`src/rtl/core/rcwc_div.sv`:
```
// pipelined restoring divider, one quotient bit per stage, with sideband
module rcwc_div #(
    parameter int NW = 32,
    parameter int DW = 16,
    parameter int PW = 8
) (
    input  logic          clk,
    input  logic          rst_n,
    input  logic          en,
    input  logic          in_valid,
    input  logic [NW-1:0] in_num,
    input  logic [DW-1:0] in_den,
    input  logic [PW-1:0] in_side,
    output logic          out_valid,
    output logic [NW-1:0] out_quot,
    output logic [PW-1:0] out_side
);

    logic [NW-1:0] vld_reg;
    logic [NW-1:0] num_reg  [NW];
    logic [DW-1:0] rem_reg  [NW];
    logic [DW-1:0] den_reg  [NW];
    logic [PW-1:0] side_reg [NW];

    genvar i;
    for (i = 0; i < NW; i++)
    begin : g_stage
        logic          v_prev;
        logic [NW-1:0] n_prev;
        logic [DW-1:0] r_prev;
        logic [DW-1:0] d_prev;
        logic [PW-1:0] s_prev;
        logic [DW:0]   trial;
        logic [DW:0]   diff;
        logic          take;

        if (i == 0)
        begin : g_first
            assign v_prev = in_valid;
            assign n_prev = in_num;
            assign r_prev = '0;
            assign d_prev = in_den;
            assign s_prev = in_side;
        end
        else
        begin : g_next
            assign v_prev = vld_reg[i-1];
            assign n_prev = num_reg[i-1];
            assign r_prev = rem_reg[i-1];
            assign d_prev = den_reg[i-1];
            assign s_prev = side_reg[i-1];
        end

        assign trial = {r_prev, n_prev[NW-1]};
        assign diff  = trial - {1'b0, d_prev};
        assign take  = (trial >= {1'b0, d_prev});

        always_ff @(posedge clk or negedge rst_n)
        begin
            if (!rst_n)
            begin
                vld_reg[i] <= 1'b0;
            end
            else if (en)
            begin
                vld_reg[i] <= v_prev;
            end
        end

        always_ff @(posedge clk)
        begin
            if (en)
            begin
                num_reg[i]  <= {n_prev[NW-2:0], take};
                rem_reg[i]  <= take ? diff[DW-1:0] : trial[DW-1:0];
                den_reg[i]  <= d_prev;
                side_reg[i] <= s_prev;
            end
        end
    end

    assign out_valid = vld_reg[NW-1];
    assign out_quot  = num_reg[NW-1];
    assign out_side  = side_reg[NW-1];

endmodule

```
`config.mk`:
```
export PLATFORM = sky130hd
export DESIGN_NAME = rcwc_div
export DESIGN_NICKNAME = d
export VERILOG_FILES = /design/src/rtl/core/rcwc_div.sv
export SDC_FILE = /design/constraint.sdc
export NUM_CORES = 2
export LEC_CHECK = 0
export CORE_UTILIZATION = 56
export CTS_CLUSTER_DIAMETER = 80
export CTS_CLUSTER_SIZE = 8
export DETAILED_ROUTE_END_ITERATION = 7
export DONT_BUFFER_PORTS = 1
export HOLD_SLACK_MARGIN = 0.08
export PLACE_DENSITY = 0.76
export SYNTH_ARGS = -nofsm -noshare
export SYNTH_HDL_FRONTEND = slang
export SYNTH_SLANG_ARGS = --single-unit
```
`constraint.sdc`:
```
create_clock -name clk -period 6.3 [get_ports clk]
set_input_delay 0.63 -clock clk [delete_from_list [all_inputs] [get_ports clk]]
set_output_delay 0.63 -clock clk [all_outputs]
set_load 0.005 [all_outputs]
```
### Yosys cells after proc, flatten, opt, wreduce, memory -nomap -nowiden

Memories as Yosys holds them, arrays and structs flattened.
Index checks and enable logic that the tools add are counted.

* $add $sub $neg: 32
* order comparisons: 32
* mux-type cells: 34

Operator list (count)
* $ge 17x16->1: 31
* $mux 16: 32
* $sub 16x16->16: 31
* $ge 1x16->1: 1
* $sub 1x16->16: 1
* $mux 1: 2

* register bits after elaboration: 32
* memory bits (writable): 2304
* input port bits: 60
* output and inout bits: 41
* word-level logic and storage cells: 134
* memories kept: 4

Memories
* num_reg: depth 32, width 32, rd ports 32, clocked after Yosys merged registers in 0, write ports 32, RTL line 20 `logic [NW-1:0] num_reg [NW];`
* den_reg: depth 32, width 16, rd ports 31, clocked after Yosys merged registers in 0, write ports 32, RTL line 22 `logic [DW-1:0] den_reg [NW];`
* rem_reg: depth 32, width 16, rd ports 31, clocked after Yosys merged registers in 0, write ports 32, RTL line 21 `logic [DW-1:0] rem_reg [NW];`
* side_reg: depth 32, width 8, rd ports 32, clocked after Yosys merged registers in 0, write ports 32, RTL line 23 `logic [PW-1:0] side_reg [NW];`

### Longest topological paths before layout

An unclocked memory read counts as a cell.

* depth after elaboration: 3
* mapped depth: 12
* mapped depth without buffers: 11

### Least setup slack after synthesis

No wires, ideal clock.

* kind: register to register
* start point: mem den_reg[11][1]
* end point: mem rem_reg[12][8], in the netlist rem_reg[0][200] (data pin)
* library setup time: 0.260 ns
* data arrival time: 2.653 ns
* required time: 6.040 ns
* slack: 3.387 ns
* cell stages (with the launch flop): 12
* path buffers: 1
* clock period less this slack: 2.913 ns
* cell sequence: edfxtp_1 inv_1 ha_1 nor2b_1 o21a_1 o21ai_2 a21oi_1 o41ai_2 o21ai_2 o31ai_4 buf_6 mux2_2

RTL lines (RTL line)
* from (decl): 22
* to (decl): 21

==> impl_metrics.tcl <==
set metrics [dict create \
    status "complete, but fails checks" \
    violations "slew limit" \
    cp.arrival_ns 4.69 \
    final_common_cell "edfxtp_1" \
    yosys_warnings 0 \
    fmax_ghz 0.2392 \
    synth_flop_cell "edfxtp_1" \
    fin_tns_setup_ns 0 \
    cts_hold_buf 59 \
    grt_use_total 0.1875 \
    syn_inst 6596 \
    final_cell_mix "edfxtp_1, inv_1, ha_1" \
    numCtsBuffers 338 \
    hold_class "in2reg" \
    cap_violations 0 \
    syn_avg_cell_area_sq_um 14.98 \
    postSynthNetCount 7184 \
    clockBufferDepth 4 \
    ir_drop_v 0.0003062 \
    cts-htree-levels 5 \
    fin_crit_ns 4.180 \
    routedWlPerCell_microns 17.95 \
    routed_wirelength_microns 167000 \
    ys_seq_area_frac 0.6985 \
    area_growth_pct 12.50 \
    skew_ns 0.07050 \
    post-route-drc-count 0 \
    ys_top_cells_by_area "edfxtp_1, ha_1, mux2_2, inv_1, a21oi_1" \
    syn_area_sq_um 98820 \
    largest_reg_flops 1024 \
    fin_area_sq_um 111200 \
    fin_util 0.6368 \
    tightestPinTransition_ns 1.513 \
    synth_top_area_cell "edfxtp_1" \
    finalPower_uw 53890 \
    drive_above_1_share 0.1065 \
    dieWidth_microns 422.1 \
    die-area_sq_um 178200 \
    io_buffers 0 \
    cts_resized 0 \
    grt_pass1_wl_microns 269400 \
    grt_setup_unrepaired "no" \
    cp.required_ns 6.81 \
    finalMaxSlewViolations 41 \
    crit_path_start_kind "input port" \
    gp_congestion 0.8601 \
    vias 52150 \
    clock-root-buffer "clkbuf_16" \
    grt_overflow 0 \
    nets 7524 \
    finalSetupViolations 0 \
    ff2ff_setup_slack_ns 2.64 \
    hold_violations 0 \
    power_leakage_uw 0.04223 \
    start_util 0.5660 \
    cts_setup_buffers 0 \
    post-route-period-util 0.6635 \
    clock-sinks 2304 \
    antenna_found_initial 1 \
    holdPathEnd "rem_reg[0][0]" \
    hpwlAfterDp_microns 105300 \
    core_area_sq_um 174600 \
    synth_seq_cells 2304 \
    hp-start "in_den[0]" \
    reg2regPathDepth 9 \
    ios 101 \
    powerDensity_nw_per_um2 484.7 \
    vias_per_cell 5.606 \
    fill_cells 12210 \
    clkTransAtPathRegs_ns 0.05 \
    crit_path_end_kind "flop" \
    synth_edf_count 2272 \
    max-slew-margin-rel -0.008356 \
    rr_endpoint "rem_reg[0][170]" \
    async_flop_share 0.01389 \
    multi_input_area_sq_um 27060 \
    place_area_sq_um 101700 \
    rows 153 \
    ys_types 102 \
    ant_nets 0 \
    grt_pass1_vias 52400 \
    hold-path-cell-count 2 \
    regArea_sq_um 69030 \
    r2r_start "den_reg[9][1]" \
    cts_tree "yes" \
    first_iter_violations 3883 \
    worstSkewPairLatency_ns 0.94 \
    path_max_fanout 263 \
    first_pass_iters 6 \
    yosys.area.top_type_share 0.6904 \
    grt_max_degree 311 \
    critical_path_class "in2reg" \
    die-height_microns 422.1 \
]
layer usage:
| layer | share of wire | vias to the layer above | track usage |
|---|---|---|---|
| li1 | - | 25280 | - |
| met1 | 0.43 | 25090 | 0.2437 |
| met3 | 0.053 | 388 | 0.03708 |
| met5 | 0 | - | 0 |
| met2 | 0.48 | 1399 | 0.3094 |
| met4 | 0.035 | 0 | 0.07754 |
synth_stat cells, drive strengths merged (20+ instances only):
cell type / n
nand4: 72
o31a: 37
o21bai: 30
a21boi: 36
nor2b: 85
xor2: 123
and3: 20
nand3: 70
edfxtp: 2272
inv: 625
a31oi: 36
a21oi: 392
mux2: 287
a211oi: 34
clkbuf: 47
dfrtp: 32
nor2: 324
o21a: 86
and2: 23
mux2i: 45
fa: 30
o31ai: 34
nand2: 293
or3: 31
o211ai: 29
nor4: 22
o21ai: 312
xnor2: 208
nand2b: 57
buf: 37
a21o: 97
ha: 498
nor3: 70
power by group:
| part | internal (uW) | total (uW) | switching, uW |
|---|---|---|---|
| clock | 9530 | 15400 | 5870 |
| combinational | 7600 | 16400 | 8850 |
| sequential | 20700 | 22000 | 1380 |
critical path, cell delays in order:
cell    delay, ns
buf_16       0.44
buf_16       0.62
buf_16       0.74
buf_16       0.45
buf_16       0.67
area by class of cell:
class | instances | share of cell area
Sequential cell | 2304 | 0.6209
Multi-Input combinational cell | 3581 | 0.2434
Clock buffer | 366 | 0.07741
Tap cell | 2325 | 0.02617
Inverter | 627 | 0.02117
Timing Repair Buffer | 84 | 0.009071
Clock inverter | 16 | 0.001868
Antenna cell | 1 | 0.00002251
worst max-delay path by stage:
stage | end | slack [ns] | cells after the start | start
2_1_floorplan | rem_reg[0][200] | 3.39 | 11 | den_reg[11][1]
3_3_place_gp | num_reg[0][50] | 1.59 | 4 | en
6_report | den_reg[8][1] | 2.12 | 5 | en
3_5_place_dp | num_reg[0][231] | 1.52 | 4 | en
5_1_grt | rem_reg[0][133] | 1.98 | 5 | en
4_1_cts | num_reg[0][326] | 2.50 | 4 | en
stage by stage:
step / hold WS, ns / setup slack, ns / instances
after global placement: 0.3351 / 1.585 / 8861
final: 0.1624 / 2.120 / 9304
after global routing: 0.1320 / 1.981 / 9303
after detailed placement: 0.3351 / 1.521 / 8861
after floorplan: 0.3344 / 3.387 / 6596
after CTS: 0.08700 / 2.495 / 9302
cells by family (layout without fill, tap and decap cells):
family,after synthesis,after routing,share of synthesized area
DFF,2304,2304,0.6985
and+or+nand+nor,1129,1129,0.05537
buffers and inverters,711,1093,0.02825
other,0,1,0
AOI/OAI and AO/OA,1261,1261,0.08181
xor gates and xnor gates,331,331,0.02934
adders and majority gates,528,528,0.06913
muxes,332,332,0.03764
Power figures use the tool's default switching activity.
